<file path="config.mk">
export PLATFORM = sky130hd
export DESIGN_NAME = bech32_address_encoder
export DESIGN_NICKNAME = d
export VERILOG_FILES = /design/src/hw/rtl/b32ae_pkg.sv /design/src/hw/rtl/b32ae_sequencer.sv /design/src/hw/rtl/b32ae_datapath.sv /design/src/hw/rtl/bech32_address_encoder.sv
export SDC_FILE = /design/constraint.sdc
export NUM_CORES = 1
export LEC_CHECK = 0
export CORE_MARGIN = 2
export CORE_UTILIZATION = 55
export CTS_CLUSTER_DIAMETER = 150
export CTS_CLUSTER_SIZE = 12
export DETAILED_ROUTE_END_ITERATION = 12
export DONT_BUFFER_PORTS = 1
export GPL_ROUTABILITY_DRIVEN = 0
export PLACE_DENSITY = 0.67
export SETUP_SLACK_MARGIN = 0.3
export SYNTH_ARGS = -nofsm -noshare
export SYNTH_HDL_FRONTEND = slang
export SYNTH_HIERARCHICAL = 1
export SYNTH_SLANG_ARGS = --single-unit
</file>
<file path="constraint.sdc">
create_clock -name clk -period 4.6 [get_ports clk]
set_clock_uncertainty 0.05 [all_clocks]
set_input_delay 0.92 -clock clk [delete_from_list [all_inputs] [get_ports clk]]
set_output_delay 0.92 -clock clk [all_outputs]
set_load 0.03 [all_outputs]
</file>
<file path="src/hw/rtl/b32ae_pkg.sv">
// ----------------------------------------------------------------------------
// b32ae_pkg
// Shared types, constants, microcode table and checksum helpers for the
// Bech32 address encoder.
// ----------------------------------------------------------------------------
package b32ae_pkg;

    localparam int PREFIX_MAX  = 8;
    localparam int CFG_INDEX_W = 2;
    localparam int CFG_DATA_W  = 64;
    localparam int PC_W        = 4;
    localparam int OP_W        = 4;
    localparam int CNT_W       = 4;

    // config register indexes
    localparam logic [CFG_INDEX_W-1:0] CFG_PREFIX_CHARS  = 2'd0;
    localparam logic [CFG_INDEX_W-1:0] CFG_PREFIX_LENGTH = 2'd1;

    localparam logic [63:0] PREFIX_CHARS_RST  = 64'h6362;
    localparam logic [3:0]  PREFIX_LENGTH_RST = 4'd2;
    localparam logic [3:0]  PREFIX_LEN_MAX    = 4'(PREFIX_MAX);

    localparam logic [CNT_W-1:0] CK_LEN  = 4'd6;
    localparam logic [CNT_W-1:0] CK_LAST = 4'd5;

    localparam logic [6:0] CHAR_SEP = 7'h31;  // '1'
    localparam logic [6:0] CHAR_VER = 7'h71;  // 'q', witness version 0

    localparam logic [255:0] CHARSET = "qpzry9x8gf2tvdw0s3jn54khce6mua7l";

    localparam logic [29:0] GEN [5] = '{
        30'h3b6a57b2, 30'h26508e6d, 30'h1ea119fa, 30'h3d4233dd, 30'h2a1462b3
    };

    // micro-ops
    localparam logic [OP_W-1:0] OP_WAIT     = 4'd0;
    localparam logic [OP_W-1:0] OP_FOLD_HI  = 4'd1;
    localparam logic [OP_W-1:0] OP_FOLD_Z   = 4'd2;
    localparam logic [OP_W-1:0] OP_FOLD_LO  = 4'd3;
    localparam logic [OP_W-1:0] OP_EMIT_PFX = 4'd4;
    localparam logic [OP_W-1:0] OP_EMIT_SEP = 4'd5;
    localparam logic [OP_W-1:0] OP_EMIT_VER = 4'd6;
    localparam logic [OP_W-1:0] OP_SYM      = 4'd7;
    localparam logic [OP_W-1:0] OP_PAD      = 4'd8;
    localparam logic [OP_W-1:0] OP_FOLD6    = 4'd9;
    localparam logic [OP_W-1:0] OP_EMIT_CK  = 4'd10;

    // jump conditions
    localparam logic [1:0] COND_ALWAYS = 2'd0;
    localparam logic [1:0] COND_INSIDE = 2'd1;
    localparam logic [1:0] COND_LAST   = 2'd2;

    typedef struct packed {
        logic [OP_W-1:0] op;
        logic [1:0]      cond;
        logic [PC_W-1:0] tgt_true;
        logic [PC_W-1:0] tgt_false;
    } ucode_t;

    // sequencer -> datapath
    typedef struct packed {
        logic [OP_W-1:0] op;
        logic            done;
    } step_ctrl_t;

    // datapath -> sequencer
    typedef struct packed {
        logic cnt_eq_len;
        logic cnt_eq_ck;
        logic cnt_eq_ck_last;
        logic pend_ge5;
        logic pend_zero;
        logic out_free;
        logic in_addr;
        logic last;
    } dp_status_t;

    function automatic ucode_t ucode_rom(input logic [PC_W-1:0] pc);
        ucode_t w;
        case (pc)
            4'd0:    w = '{OP_WAIT,     COND_INSIDE, 4'd7,  4'd1};
            4'd1:    w = '{OP_FOLD_HI,  COND_ALWAYS, 4'd2,  4'd2};
            4'd2:    w = '{OP_FOLD_Z,   COND_ALWAYS, 4'd3,  4'd3};
            4'd3:    w = '{OP_FOLD_LO,  COND_ALWAYS, 4'd4,  4'd4};
            4'd4:    w = '{OP_EMIT_PFX, COND_ALWAYS, 4'd5,  4'd5};
            4'd5:    w = '{OP_EMIT_SEP, COND_ALWAYS, 4'd6,  4'd6};
            4'd6:    w = '{OP_EMIT_VER, COND_ALWAYS, 4'd7,  4'd7};
            4'd7:    w = '{OP_SYM,      COND_LAST,   4'd8,  4'd0};
            4'd8:    w = '{OP_PAD,      COND_ALWAYS, 4'd9,  4'd9};
            4'd9:    w = '{OP_FOLD6,    COND_ALWAYS, 4'd10, 4'd10};
            4'd10:   w = '{OP_EMIT_CK,  COND_ALWAYS, 4'd0,  4'd0};
            default: w = '{OP_WAIT,     COND_ALWAYS, 4'd0,  4'd0};
        endcase
        return w;
    endfunction

    // one BCH polymod step
    function automatic logic [29:0] polymod_step(input logic [29:0] cs,
                                                 input logic [4:0]  v);
        logic [4:0]  top;
        logic [29:0] r;
        top = cs[29:25];
        r   = {cs[24:0], v};
        for (int j = 0; j < 5; j++) begin
            if (top[j])
            begin
                r = r ^ GEN[j];
            end
        end
        return r;
    endfunction

    function automatic logic [6:0] sym_char(input logic [4:0] v);
        return CHARSET[{~v, 3'b000} +: 7];
    endfunction

endpackage

</file>
<file path="src/hw/rtl/b32ae_sequencer.sv">
// ----------------------------------------------------------------------------
// b32ae_sequencer
// Step counter and microcode table; decides step completion and jumps.
// ----------------------------------------------------------------------------
module b32ae_sequencer (
    input  logic                  clk,
    input  logic                  rst_n,
    input  logic                  in_valid,
    input  b32ae_pkg::dp_status_t status,
    output b32ae_pkg::step_ctrl_t ctrl
);

    logic [b32ae_pkg::PC_W-1:0] pc_reg;
    logic [b32ae_pkg::PC_W-1:0] pc_next;
    b32ae_pkg::ucode_t          uw;
    logic                       done;
    logic                       cond_true;

    assign uw = b32ae_pkg::ucode_rom(pc_reg);

    always_comb
    begin
        case (uw.op)
            b32ae_pkg::OP_WAIT:     done = in_valid;
            b32ae_pkg::OP_FOLD_HI:  done = status.cnt_eq_len;
            b32ae_pkg::OP_FOLD_Z:   done = 1'b1;
            b32ae_pkg::OP_FOLD_LO:  done = status.cnt_eq_len;
            b32ae_pkg::OP_EMIT_PFX: done = status.cnt_eq_len;
            b32ae_pkg::OP_EMIT_SEP: done = status.out_free;
            b32ae_pkg::OP_EMIT_VER: done = status.out_free;
            b32ae_pkg::OP_SYM:      done = !status.pend_ge5;
            b32ae_pkg::OP_PAD:      done = status.pend_zero || status.out_free;
            b32ae_pkg::OP_FOLD6:    done = status.cnt_eq_ck;
            b32ae_pkg::OP_EMIT_CK:  done = status.out_free && status.cnt_eq_ck_last;
            default:                done = 1'b1;
        endcase

        case (uw.cond)
            b32ae_pkg::COND_ALWAYS: cond_true = 1'b1;
            b32ae_pkg::COND_INSIDE: cond_true = status.in_addr;
            b32ae_pkg::COND_LAST:   cond_true = status.last;
            default:                cond_true = 1'b1;
        endcase

        pc_next = pc_reg;
        if (done)
        begin
            pc_next = cond_true ? uw.tgt_true : uw.tgt_false;
        end
    end

    always_ff @(posedge clk or negedge rst_n)
    begin
        if (!rst_n)
        begin
            pc_reg <= '0;
        end
        else
        begin
            pc_reg <= pc_next;
        end
    end

    assign ctrl.op   = uw.op;
    assign ctrl.done = done;

endmodule

</file>
<file path="src/hw/rtl/b32ae_datapath.sv">
// ----------------------------------------------------------------------------
// b32ae_datapath
// Bit regrouping, checksum polymod, step counter and output word register.
// ----------------------------------------------------------------------------
module b32ae_datapath (
    input  logic                  clk,
    input  logic                  rst_n,
    input  b32ae_pkg::step_ctrl_t ctrl,
    input  logic                  in_valid,
    input  logic [7:0]            data_byte,
    input  logic                  final_byte,
    input  logic [63:0]           prefix_chars,
    input  logic [3:0]            prefix_len,
    output b32ae_pkg::dp_status_t status,
    output logic                  out_valid,
    input  logic                  out_stall,
    output logic [6:0]            out_char,
    output logic                  end_of_address
);

    logic [11:0]                 acc_reg, acc_next;
    logic [3:0]                  pend_reg, pend_next;
    logic [29:0]                 cs_reg, cs_next;
    logic                        inside_reg, inside_next;
    logic                        last_reg, last_next;
    logic [b32ae_pkg::CNT_W-1:0] cnt_reg, cnt_next;
    logic                        out_valid_reg, out_valid_next;
    logic [6:0]                  out_char_reg, out_char_next;
    logic                        end_reg, end_next;

    logic                        out_free;
    logic                        emit;
    logic [7:0]                  pbyte;
    logic [3:0]                  pend_sub;
    logic [11:0]                 sym_shift;
    logic [4:0]                  sym_val;
    logic [11:0]                 pad_shift;
    logic [4:0]                  pad_val;

    assign out_free  = !out_valid_reg || !out_stall;
    assign pbyte     = prefix_chars[{cnt_reg[2:0], 3'b000} +: 8];
    assign pend_sub  = pend_reg - 4'd5;
    assign sym_shift = acc_reg >> pend_sub;
    assign sym_val   = sym_shift[4:0];
    assign pad_shift = acc_reg << (3'd5 - pend_reg[2:0]);
    assign pad_val   = pad_shift[4:0];

    assign status.cnt_eq_len     = (cnt_reg == prefix_len);
    assign status.cnt_eq_ck      = (cnt_reg == b32ae_pkg::CK_LEN);
    assign status.cnt_eq_ck_last = (cnt_reg == b32ae_pkg::CK_LAST);
    assign status.pend_ge5       = (pend_reg >= 4'd5);
    assign status.pend_zero      = (pend_reg == 4'd0);
    assign status.out_free       = out_free;
    assign status.in_addr        = inside_reg;
    assign status.last           = last_reg;

    always_comb
    begin
        acc_next      = acc_reg;
        pend_next     = pend_reg;
        cs_next       = cs_reg;
        inside_next   = inside_reg;
        last_next     = last_reg;
        cnt_next      = cnt_reg;
        emit          = 1'b0;
        out_char_next = out_char_reg;
        end_next      = end_reg;

        case (ctrl.op)
            b32ae_pkg::OP_WAIT:
            begin
                // the byte is regrouped right away; it does not touch the checksum
                if (in_valid)
                begin
                    acc_next  = {acc_reg[3:0], data_byte};
                    pend_next = pend_reg + 4'd8;
                    last_next = final_byte;
                end
            end
            b32ae_pkg::OP_FOLD_HI:
            begin
                if (ctrl.done)
                begin
                    cnt_next = '0;
                end
                else
                begin
                    cs_next  = b32ae_pkg::polymod_step(cs_reg, {2'b00, pbyte[7:5]});
                    cnt_next = cnt_reg + 4'd1;
                end
            end
            b32ae_pkg::OP_FOLD_Z:
            begin
                cs_next = b32ae_pkg::polymod_step(cs_reg, 5'd0);
            end
            b32ae_pkg::OP_FOLD_LO:
            begin
                if (ctrl.done)
                begin
                    cnt_next = '0;
                end
                else
                begin
                    cs_next  = b32ae_pkg::polymod_step(cs_reg, pbyte[4:0]);
                    cnt_next = cnt_reg + 4'd1;
                end
            end
            b32ae_pkg::OP_EMIT_PFX:
            begin
                if (ctrl.done)
                begin
                    cnt_next = '0;
                end
                else if (out_free)
                begin
                    emit          = 1'b1;
                    out_char_next = pbyte[6:0];
                    end_next      = 1'b0;
                    cnt_next      = cnt_reg + 4'd1;
                end
            end
            b32ae_pkg::OP_EMIT_SEP:
            begin
                if (out_free)
                begin
                    emit          = 1'b1;
                    out_char_next = b32ae_pkg::CHAR_SEP;
                    end_next      = 1'b0;
                end
            end
            b32ae_pkg::OP_EMIT_VER:
            begin
                if (out_free)
                begin
                    emit          = 1'b1;
                    out_char_next = b32ae_pkg::CHAR_VER;
                    end_next      = 1'b0;
                    cs_next       = b32ae_pkg::polymod_step(cs_reg, 5'd0);
                    inside_next   = 1'b1;
                end
            end
            b32ae_pkg::OP_SYM:
            begin
                // bits above pend_reg are stale but never reach a symbol
                if (status.pend_ge5 && out_free)
                begin
                    emit          = 1'b1;
                    out_char_next = b32ae_pkg::sym_char(sym_val);
                    end_next      = 1'b0;
                    cs_next       = b32ae_pkg::polymod_step(cs_reg, sym_val);
                    pend_next     = pend_sub;
                end
            end
            b32ae_pkg::OP_PAD:
            begin
                if (!status.pend_zero && out_free)
                begin
                    emit          = 1'b1;
                    out_char_next = b32ae_pkg::sym_char(pad_val);
                    end_next      = 1'b0;
                    cs_next       = b32ae_pkg::polymod_step(cs_reg, pad_val);
                end
            end
            b32ae_pkg::OP_FOLD6:
            begin
                if (ctrl.done)
                begin
                    cs_next  = cs_reg ^ 30'd1;
                    cnt_next = '0;
                end
                else
                begin
                    cs_next  = b32ae_pkg::polymod_step(cs_reg, 5'd0);
                    cnt_next = cnt_reg + 4'd1;
                end
            end
            b32ae_pkg::OP_EMIT_CK:
            begin
                if (out_free)
                begin
                    emit          = 1'b1;
                    out_char_next = b32ae_pkg::sym_char(cs_reg[29:25]);
                    end_next      = status.cnt_eq_ck_last;
                    cs_next       = {cs_reg[24:0], 5'd0};
                    cnt_next      = cnt_reg + 4'd1;
                    if (status.cnt_eq_ck_last)
                    begin
                        cnt_next    = '0;
                        cs_next     = 30'd1;
                        acc_next    = '0;
                        pend_next   = '0;
                        inside_next = 1'b0;
                        last_next   = 1'b0;
                    end
                end
            end
            default:
            begin
            end
        endcase

        if (emit)
        begin
            out_valid_next = 1'b1;
        end
        else if (!out_stall)
        begin
            out_valid_next = 1'b0;
        end
        else
        begin
            out_valid_next = out_valid_reg;
        end
    end

    always_ff @(posedge clk or negedge rst_n)
    begin
        if (!rst_n)
        begin
            acc_reg       <= '0;
            pend_reg      <= '0;
            cs_reg        <= 30'd1;
            inside_reg    <= 1'b0;
            last_reg      <= 1'b0;
            cnt_reg       <= '0;
            out_valid_reg <= 1'b0;
        end
        else
        begin
            acc_reg       <= acc_next;
            pend_reg      <= pend_next;
            cs_reg        <= cs_next;
            inside_reg    <= inside_next;
            last_reg      <= last_next;
            cnt_reg       <= cnt_next;
            out_valid_reg <= out_valid_next;
        end
    end

    always_ff @(posedge clk)
    begin
        out_char_reg <= out_char_next;
        end_reg      <= end_next;
    end

    assign out_valid      = out_valid_reg;
    assign out_char       = out_char_reg;
    assign end_of_address = end_reg;

    // between bytes the regrouper holds less than one symbol
    a_pend_idle: assert property (@(posedge clk) disable iff (!rst_n)
        (ctrl.op == b32ae_pkg::OP_WAIT) |-> (pend_reg < 4'd5))
        else $error("pending bits left over at word boundary");

    // outside an address the checksum and regrouper sit at their start values
    a_fresh: assert property (@(posedge clk) disable iff (!rst_n)
        (ctrl.op == b32ae_pkg::OP_WAIT && !inside_reg) |->
        (cs_reg == 30'd1 && pend_reg == 4'd0))
        else $error("address state not cleared");

    // the final checksum character closes the address
    a_end_closes: assert property (@(posedge clk) disable iff (!rst_n)
        (out_valid_reg && end_reg) |-> !inside_reg)
        else $error("address still open after last character");

    a_cnt_range: assert property (@(posedge clk) disable iff (!rst_n)
        cnt_reg <= b32ae_pkg::PREFIX_LEN_MAX)
        else $error("step counter out of range");

endmodule

</file>
<file path="src/hw/rtl/bech32_address_encoder.sv">
// ----------------------------------------------------------------------------
// bech32_address_encoder
// Bech32 (witness version 0) address encoder: payload bytes in, address
// characters out, with prefix, separator, version and BCH checksum.
// ----------------------------------------------------------------------------
// A byte is taken only while the sequencer waits at its first step, and the
// output characters come from the microcoded datapath. A byte inside an
// address steps through accept, one or two symbols and loop exit. The first
// byte of an address also runs two polymod passes over the prefix with a zero
// fold between them, then the prefix characters, separator and version. The
// final byte adds a pad symbol when bits remain, six zero folds and six
// checksum characters. A stall on the output channel holds each character
// step. The polymod unit folds one 5-bit symbol per cycle while no character
// step is stalled. Configuration is taken at any time; the prefix is read
// during the first byte of each address.
module bech32_address_encoder (
    input  logic                              clk,
    input  logic                              rst_n,
    input  logic                              cfg_write,
    input  logic [b32ae_pkg::CFG_INDEX_W-1:0] cfg_index,
    input  logic [b32ae_pkg::CFG_DATA_W-1:0]  cfg_data,
    input  logic                              in_valid,
    output logic                              in_stall,
    input  logic [7:0]                        data_byte,
    input  logic                              final_byte,
    output logic                              out_valid,
    input  logic                              out_stall,
    output logic [6:0]                        out_char,
    output logic                              end_of_address
);

    logic [63:0]           prefix_chars_reg;
    logic [3:0]            prefix_length_reg;
    logic [3:0]            prefix_len;
    b32ae_pkg::step_ctrl_t ctrl;
    b32ae_pkg::dp_status_t status;

    always_ff @(posedge clk or negedge rst_n)
    begin
        if (!rst_n)
        begin
            prefix_chars_reg  <= b32ae_pkg::PREFIX_CHARS_RST;
            prefix_length_reg <= b32ae_pkg::PREFIX_LENGTH_RST;
        end
        else if (cfg_write)
        begin
            if (cfg_index == b32ae_pkg::CFG_PREFIX_CHARS)
            begin
                prefix_chars_reg <= cfg_data;
            end
            else if (cfg_index == b32ae_pkg::CFG_PREFIX_LENGTH)
            begin
                prefix_length_reg <= cfg_data[3:0];
            end
        end
    end

    assign prefix_len = (prefix_length_reg > b32ae_pkg::PREFIX_LEN_MAX) ?
                        b32ae_pkg::PREFIX_LEN_MAX : prefix_length_reg;

    assign in_stall = (ctrl.op != b32ae_pkg::OP_WAIT);

    b32ae_sequencer u_seq (
        .clk      (clk),
        .rst_n    (rst_n),
        .in_valid (in_valid),
        .status   (status),
        .ctrl     (ctrl)
    );

    b32ae_datapath u_dp (
        .clk            (clk),
        .rst_n          (rst_n),
        .ctrl           (ctrl),
        .in_valid       (in_valid),
        .data_byte      (data_byte),
        .final_byte     (final_byte),
        .prefix_chars   (prefix_chars_reg),
        .prefix_len     (prefix_len),
        .status         (status),
        .out_valid      (out_valid),
        .out_stall      (out_stall),
        .out_char       (out_char),
        .end_of_address (end_of_address)
    );

endmodule
</file>
# After elaboration in Yosys (flattened, before gate mapping)
# Memory sizes are Yosys's and may differ from the RTL's.
# Index checks and enable logic that the tools add are counted.
classes:
  n_addsub: 4
  n_lt_le_gt_ge: 2
  eq_ne: 30
  shifts: 6
  muxes: 140
  n_bitwise: 38
  reduce_logical: 34
op_table:
  columns: ["operator", "count"]
  rows:
  - ["$mux 30", 86]
  - ["$shiftx 256x9->7 const A", 3]
  - ["$pmux 30 s8", 1]
  - ["$mux 29", 7]
  - ["$not 17->17", 7]
  - ["$not 16->16", 7]
  - ["$not 14->14", 7]
  - ["$not 13->13", 7]
  - ["$not 18->18", 5]
  - ["$shiftx 64x7->8", 1]
  - ["$mux 7", 7]
  - ["$mux 4", 11]
  - ["$pmux 7 s6", 1]
  - ["$mux 12", 3]
  - ["$eq 4x3->1 const B", 6]
  - ["$pmux 12 s2", 1]
  - ["$pmux 4 s3", 2]
  - ["$reduce_and 8->1", 2]
  - ["$mux 1", 15]
  - ["$not 5->5", 3]
  - ["$ne 2x1->1 const B", 7]
  - ["$eq 4x4->1 const B", 3]
  - ["$ne 2x2->1 const B", 6]
  - ["$shl 12x3->5", 1]
  - ["other kinds (36)", 55]
totals:
  register_bits: 133
  rom_bits: 224
  in_bits: 80
  output_inout_bits: 10
  mem_count: 1
memory_table:
  columns: ["name", "depth", "width", "read_ports", "rd_clocked_by_memory_dff", "write_ports", "line", "text"]
  rows:
  - ["(name not given)", 16, 14, 1, 0, 0, "b32ae_pkg.sv:80", "case (pc)"]

# Depth between registers and ports, before layout
# Gate-level depths: netlist (run 1).
logic_depth:
  ltp_word: 22
  ltp_mapped: 20
  depth_no_buf: 17

# Cells and area by module
# The synthesis (run 1) kept the hierarchy.
modules_own_cells:
  columns: ["module", "n_inst", "cells_per_inst", "area_each_um2", "seq_area_each_um2"]
  rows:
  - ["b32ae_datapath", 1, 639, 5325.1, 1567.8]
  - ["bech32_address_encoder", 1, 150, 2884.0, 1711.6]
  - ["b32ae_sequencer", 1, 77, 678.2, 100.1]

# Worst setup path before layout (run 1)
# Ideal clock, no wire load.
synth_timing:
  path_type: "register to register"
  start: "reg u_dp.pend_reg[0]"
  end: "reg u_dp.cs_reg[2]"
  arrival_ns: 3.781
  slack_ns: 0.644
  stages_incl_launch_ff: 20
  period_less_slack_ns: 3.956
  cell_sequence: "dfrtp_1 > buf_4 > buf_2 > inv_1 > ha_1 > or3b_2 > inv_1 > nor2_1 > o31ai_1 > a211oi_4 > o32ai_4 > buf_4 > inv_1 > a32oi_1 > nand2_1 > a21oi_1 > mux2i_1 > a211oi_1 > a22oi_1 > mux2_2"
synth_lines:
  columns: ["item", "line", "text"]
  rows:
  - ["start: declaration", "b32ae_datapath.sv:22", "logic [3:0] pend_reg, pend_next;"]
  - ["start signal: assignment", "b32ae_datapath.sv:231", "pend_reg <= pend_next;"]
  - ["end signal: assignment", "b32ae_datapath.sv:232", "cs_reg <= cs_next;"]
  - ["end: declaration", "b32ae_datapath.sv:23", "logic [29:0] cs_reg, cs_next;"]

==> reports/results.tsv, run 1 <==
metric	value	unit
synth-edff-count	8	
p_leak	0.00397	uW
synthArstFlopShare	94.0	%
cts_made_buffers	17	
grt_overflow	0	
intPower	4410	uW
met1_length	8750	um
power_frac_clock	16.9	%
worst_skew_pair.late_latency	0.43	ns
start_util	56.2	%
crit_slowest_cell	dfrtp_1	
syn_inst	866	
maxSlewHeadroom	31.4	%
crit_end	u_dp/cs_reg[2]	
antenna_violating_nets_post_route	0	
clock_sinks	133	
final_nets	933	
antenna_found_initial	0	
synth_cell_types	88	
yosysSeqAreaShare	38.0	%
setup_tns	0	ns
worstPathRequired	4.86	ns
outcome	completed	
seqPwrFrac	26.9	%
synth_top_family_by_area	multiplexers	
hold_viol	0	
final_core_util	60.1	%
htreeDepth	4	
swShare	45.8	%
first_global_vias	6503	
clk_path_buf_depth	2	
synthAdderAreaFrac	2.08	%
via_count	6649	
synth_ff_type	dfrtp_1	
first_pass_iters	5	
drive_gt1_share	21.7	%
fill_cells	1270	
dr_wl_met2	9810	um
ys_ff_latch	133	
portBuffers	0	
synth_compound_area_share	17.1	%
fp-row-count	46	
syn-cell-area	8890	sq um
drv_cap	0	
grt_max_degree	126	
drt_iter0_drc	521	
seq_area	3380	sq um
grt_pass1_wl	34200	um
synth_xor_area_share	3.83	%
power_density	856	nW/um^2
reg2reg_slack	0.62	ns
gr-usage-all-layers	24.8	%
largest_reg_flops	64	
synth.area.mux_share	20.7	%
multi_input_area	5040	sq um
r2r_start	u_dp/pend_reg[1]	
finalSetupViolations	0	
dieWidth	131	um
dieHeight	131	um
routedWlPerCell	19.6	um
period_needed	3.98	ns
crit_arrival	4.24	ns
synth_warnings	6	
synth-simple-area-share	12.8	%
crit_start	u_dp/pend_reg[1]	
cts_tree	done	
die_area	17200	sq um
dp_hpwl	14900	um
routed_wl	21000	um
route.detailed.drc	0	
p_sw	3730	uW
tightest_slew	1.03	ns
end_kind	flip-flop	
combPwrFrac	56.2	%
reg2reg_to	u_dp/cs_reg[2]	
diodes	0	
crit_chain	inv_1, ha_2, or2b_1, a21oi_1, inv_1, nand2b_1, a22oi_1, a31oi_1, o32ai_4, inv_1, a32oi_1, nand2_1, a21oi_1, mux2i_1, a211oi_1, a22oi_1, mux2_2	
rr_worst_depth	17	
wl_met3	1970	um
syn-num-nets	960	
drv_slew	0	
syn_avg_cell_area	10.3	sq um
period_share	86.5	%
hold_buffers	0	
post_drt_via_cell_ratio	6.23	
crit_type	flip-flop to flip-flop	
coreArea	15800	sq um
grt_setup_unrepaired	false	
ir_worst_vdd	0.559	mV
cp-start-kind	flip-flop	
cp_common_cell	inv_1	
topRoutingLayerUsed	met4	
path_clk_slew	0.06	ns
fmax	251	MHz
syn2layout_area_growth	7.01	%
max_stage_delay	0.47	ns
crit_fanout	8	
cts_root_buffer	clkbuf_16	
ios	90	
hold_path.class	primary input to async pin	
-- cell families (layout without fill, tap and decap cells) --
logic type | Yosys count | in the layout
AO/OA/AOI/OAI | 228 | 228
XOR/XNOR | 35 | 35
adder cells (fa/ha/maj) | 15 | 15
buffers and inverters | 83 | 69
flip-flops | 133 | 133
multiplexers | 123 | 123
AND/OR/NAND/NOR | 249 | 249
-- Yosys cell counts (5+ instances only) --
library cell / count / area share, %
dfrtp_1: 116 / 33
nor2_1: 87 / 3.7
nand2_1: 85 / 3.6
a21oi_1: 76 / 4.3
mux2_4: 63 / 11
o21ai_0: 55 / 3.1
clkbuf_1: 31 / 1.3
mux2i_1: 20 / 2.3
mux4_2: 20 / 5.1
xnor2_1: 20 / 2.0
inv_1: 19 / 0.80
mux2_2: 17 / 2.2
ha_1: 14 / 2.0
nand2b_1: 13 / 0.92
nor3_1: 13 / 0.73
a22oi_1: 12 / 1.0
nor2b_1: 12 / 0.84
xor2_1: 12 / 1.2
buf_4: 11 / 0.93
a211oi_1: 10 / 0.84
buf_2: 10 / 0.56
dfstp_2: 9 / 2.7
nand3_1: 9 / 0.51
edfxtp_1: 8 / 2.7
buf_12: 6 / 1.4
o22ai_1: 6 / 0.42
a31oi_1: 5 / 0.35
nand3b_1: 5 / 0.42
o211a_1: 5 / 0.56
o211ai_1: 5 / 0.42
o21a_1: 5 / 0.42
o31ai_1: 5 / 0.42
-- per-stage QoR --
step	instances	cell area, sq um	power, uW	setup WS [ns]	hold slack (ns)
finish	1068	9510	8140	0.620	0.134
global route	1068	9510	8720	0.367	0.107
CTS	1065	9480	8050	0.360	0.109
detailed placement	1033	8870	6630	0.394	0.439
global placement	1033	8870	6460	0.622	0.425
floorplan	866	8890	5780	0.644	0.401
-- worst min-delay path by stage --
stage,to,from,cells after the start,slack [ns]
3_5_place_dp,u_dp/last_reg,u_dp/last_reg,2,0.44
3_3_place_gp,u_dp/last_reg,u_dp/last_reg,2,0.43
5_1_grt,prefix_chars_reg[49],rst_n,0,0.11
4_1_cts,prefix_chars_reg[49],rst_n,0,0.11
6_report,prefix_length_reg[2],rst_n,0,0.13
2_1_floorplan,u_dp/last_reg,u_dp/last_reg,2,0.40
-- worst max-delay path: cells and delay by family (launching register included) --
kind            cells  cell delay (ns)
compound gates      8             1.72
fa+ha+maj           1             0.33
buf+inv             3             0.39
flops               1             0.47
mux                 2             0.41
simple gates        3             0.48
-- metal layers --
layer  track usage [%]  vias to the layer above
met5                 0                        -
met4              8.76                        0
met3              7.60                       32
met2              38.7                      313
met1              33.0                     3225
li1                  -                     3079
-- power groups by stage --
stage,Combinational (uW),Clock [uW],Sequential [uW]
finish,4570,1380,2190
global route,5020,1470,2240
CTS,4450,1410,2180
detailed placement,4430,0,2200
global placement,4280,0,2170
floorplan,3830,0,1950
-- cell type report --
class,instances,area share [%]
multi-input cells,650,53.0
flip-flops and latches,133,35.5
clock buffers,17,4.47
well taps,216,2.84
clock inverters,15,1.88
repair buffers,16,1.39
inverters,21,0.829
-- cells in the final DEF (no fill, tap or decap), types with 4 or more instances in the layout --
cell / n
mux2_4: 63
clkbuf_16: 17
o211a_1: 5
nor2_1: 86
edfxtp_1: 8
nor3_1: 13
o31ai_1: 4
mux4_2: 20
nand2b_1: 13
o211ai_1: 5
ha_1: 13
xnor2_1: 20
a211oi_1: 10
inv_6: 5
dfstp_2: 9
o21ai_0: 55
o21a_1: 5
a31oi_1: 5
mux2i_1: 20
mux2_2: 17
nand3b_1: 5
buf_4: 15
nand2_1: 85
a21oi_1: 76
o22ai_1: 6
a22oi_1: 12
xor2_1: 12
nand3_1: 9
dfrtp_1: 116
nor2b_1: 12
inv_8: 5
inv_1: 19
-- timing repair --
action / CTS / global route
resized for setup: 0 / 3
endpoints found under the setup margin: 0 / 10
buffers inserted: 0 / 3
(Power assumes the default switching activity.)
==> inputs of run 2 (changes only) <==
--- a/config.mk
+++ b/config.mk
@@ -5,6 +5,7 @@
 export SDC_FILE = /design/constraint.sdc
 export NUM_CORES = 1
 export LEC_CHECK = 0
+export ABC_AREA = 1
 export CORE_MARGIN = 2
 export CORE_UTILIZATION = 55
 export CTS_CLUSTER_DIAMETER = 150
==> constraint.sdc (replaced) <==
create_clock -name clk -period 4.6 [get_ports clk]
set_clock_uncertainty 0.05 [all_clocks]
set_input_delay 0.92 -clock clk [delete_from_list [all_inputs] [get_ports clk]]
set_output_delay 0.92 -clock clk [all_outputs]
set_load 0.01 [all_outputs]
==> run 2 against run 1 <==
Effect of this change:
- non-clock buffer count fell by 9
- synthesized cell count rose by 39%
- flip-flop and latch count did not move
- sequential share of layout area rose by 0.20 points
- critical endpoint is now u_dp/acc_reg[0]
- setup slack improved by 0.16 ns
- largest cell class unchanged
- largest power group unchanged
- combinational power rose by 15%
- count of clock-buffer cells in the layout did not move
- core utilization fell by 0.98 points
- routed wire length rose by 7.2%
- first-iteration DRC count rose by 23%
==> reports/results.tsv, run 2 <==
metric	value	unit
synth.top_cells.by_count	349 x nand2_1, 116 x dfrtp_1, 110 x nand3_1, 98 x nor2_1, 87 x inv_1	
synth-edff-count	8	
p_leak	0.00454	uW
antenna_violating_nets_post_route	0	
hold_viol	0	
via_count	7855	
syn2layout_area_growth	4.23	%
placed_cell_area	8850	sq um
synth_cell_types	50	
setup_tns	0	ns
yosysMostFrequentCell	nand2_1	
routedWlPerCell	16.1	um
clk_path_buf_depth	2	
syn-num-nets	1299	
syn_inst	1205	
end_kind	flip-flop	
path_clk_slew	0.06	ns
route.detailed.drc	0	
yosysSeqAreaShare	37.3	%
synth_ff_type	dfrtp_1	
top_usage_layer	met2	
die_area	17500	sq um
drv_slew	0	
met1_usage	35.7	%
coreArea	16000	sq um
syn-cell-area	9070	sq um
first_pass_iters	7	
largest_reg_flops	64	
hold_buffers	0	
dp_hpwl	15800	um
grt_overflow	0	
ir_worst_vdd	0.722	mV
crit_fanout	23	
cts_resized	0	
crit_type	flip-flop to flip-flop	
final_cell_mix	349 x nand2_1, 116 x dfrtp_1, 110 x nand3_1	
cts_tree	done	
grt_max_degree	126	
synth_top_cell_by_area	dfrtp_1	
gr-usage-all-layers	26.8	%
dieHeight	132	um
ios	90	
post_cts.repair.setup_buffers	0	
synthArstFlopShare	94.0	%
fmax	261	MHz
post_drt_via_cell_ratio	5.64	
hold_path.class	primary input to async pin	
period_share	83.2	%
grt_setup_unrepaired	false	
synth_warnings	6	
dieWidth	132	um
ys_ff_latch	133	
start_util	56.7	%
cts_root_buffer	clkbuf_16	
worst_skew_pair.late_latency	0.44	ns
post-place-ws	0.845	ns
final_cell_area	9460	sq um
synth.area.top_cells	dfrtp_1 32%, nand2_1 14%, nand3_1 6.1%	
period_needed	3.83	ns
crit_arrival	4.12	ns
maxSlewHeadroom	43.7	%
cp-start-kind	flip-flop	
drive_gt1_share	11.6	%
outcome	completed	
portBuffers	0	
routed_wl	22500	um
htreeDepth	4	
final_common_cell	nand2_1	
diodes	0	
drv_cap	0	
cts_made_buffers	17	
antenna_found_initial	0	
grt_util_met2	43.4	%
clock_sinks	133	
fill_cells	1534	
finalSetupViolations	0	
fin_ws	0.775	ns
first_global_vias	7666	
fp-row-count	46	
worstPathRequired	4.89	ns
drt_iter0_drc	642	
power_density	924	nW/um^2
tightest_slew	0.839	ns
syn_avg_cell_area	7.53	sq um
grt_pass1_wl	38000	um
use_met3	4.83	%
synth_top_area_share	32.0	%
final_nets	1258	
==> run 2: changes by cell type after synthesis, sizes merged, moves of 12 or more <==
cell    change
nor2b      -12
nand3     +139
mux4       -21
nand2     +277
nor2       +21
a21oi      -53
o21ai      +59
nand2b     -13
o22ai      +20
inv        +78
mux2i      -20
buf        +14
mux2       -82
==> run 2: kinds of logic after synthesis <==
group / after synthesis / share of synthesized area [%]
DFF: 133 / 37.3
adders and majority gates: 14 / 1.93
and+or+nand+nor: 641 / 33.1
xor gates and xnor gates: 46 / 4.65
buffers and inverters: 169 / 10.4
AOI/OAI and AO/OA: 202 / 12.8
==> run 2: area by class of cell <==
class	count	area, sq um	share of cell area (%)
tap	216	270	2.86
clock inverter	15	185	1.96
inverter	102	390	4.13
sequential	133	3380	35.7
multi-input combinational	903	4750	50.3
timing repair buffer	7	52.6	0.556
clock buffer	17	425	4.50
==> run 2: through the flow <==
step / util [%] / instances / hold WS (ns) / total power, uW
after floorplan: - / 1205 / 0.387 / 6380
after global placement: 55.3 / 1361 / 0.398 / 7190
after detailed placement: 55.3 / 1361 / 0.402 / 7250
after CTS: 59.1 / 1393 / 0.117 / 8700
after global routing: 59.1 / 1393 / 0.118 / 9580
final: 59.1 / 1393 / 0.136 / 8740
==> run 2: report_power, final <==
part           internal, uW  leakage, uW  switching, uW  total [uW]
clock network           824     0.000299            592        1420
logic                  1770      0.00264           3470        5240
registers              1670      0.00160            412        2080
==> run 2: path summary, 6_finish.rpt <==
check	endpoint	cells past startpoint	startpoint	slack, ns
worst max-delay path	u_dp/acc_reg[0]	16	u_seq/pc_reg[0]	0.77
worst min-delay path	prefix_chars_reg[0]	0	rst_n	0.14
worst max register to register	u_dp/acc_reg[0]	16	u_seq/pc_reg[0]	0.77
worst min register to register	prefix_chars_reg[8]	2	prefix_chars_reg[8]	0.41
max in group asynchronous	prefix_chars_reg[14]	0	rst_n	4.12
min in group clk	prefix_chars_reg[8]	2	prefix_chars_reg[8]	0.41
==> run 2: per-layer routing <==
metal | wire (um) | vias up
li1 | - | 3877
met1 | 9800 | 3628
met2 | 10500 | 289
met3 | 1440 | 61
met4 | 736 | 0
met5 | 0 | -
==> run 2: worst max-delay path, stage by stage (launching register included) <==
cell and delay, ns:
dfrtp_1 0.43, inv_1 0.14, ha_1 0.25, nand3_4 0.11, nand2_4 0.09, inv_2 0.14, nor2_2 0.06, inv_2 0.11
nor2_4 0.07, inv_2 0.34, nor2_1 0.11, buf_4 0.20, inv_2 0.26, o21ai_1 0.37, nor2_1 0.74, nand3_1 0.14
o21ai_0 0.12
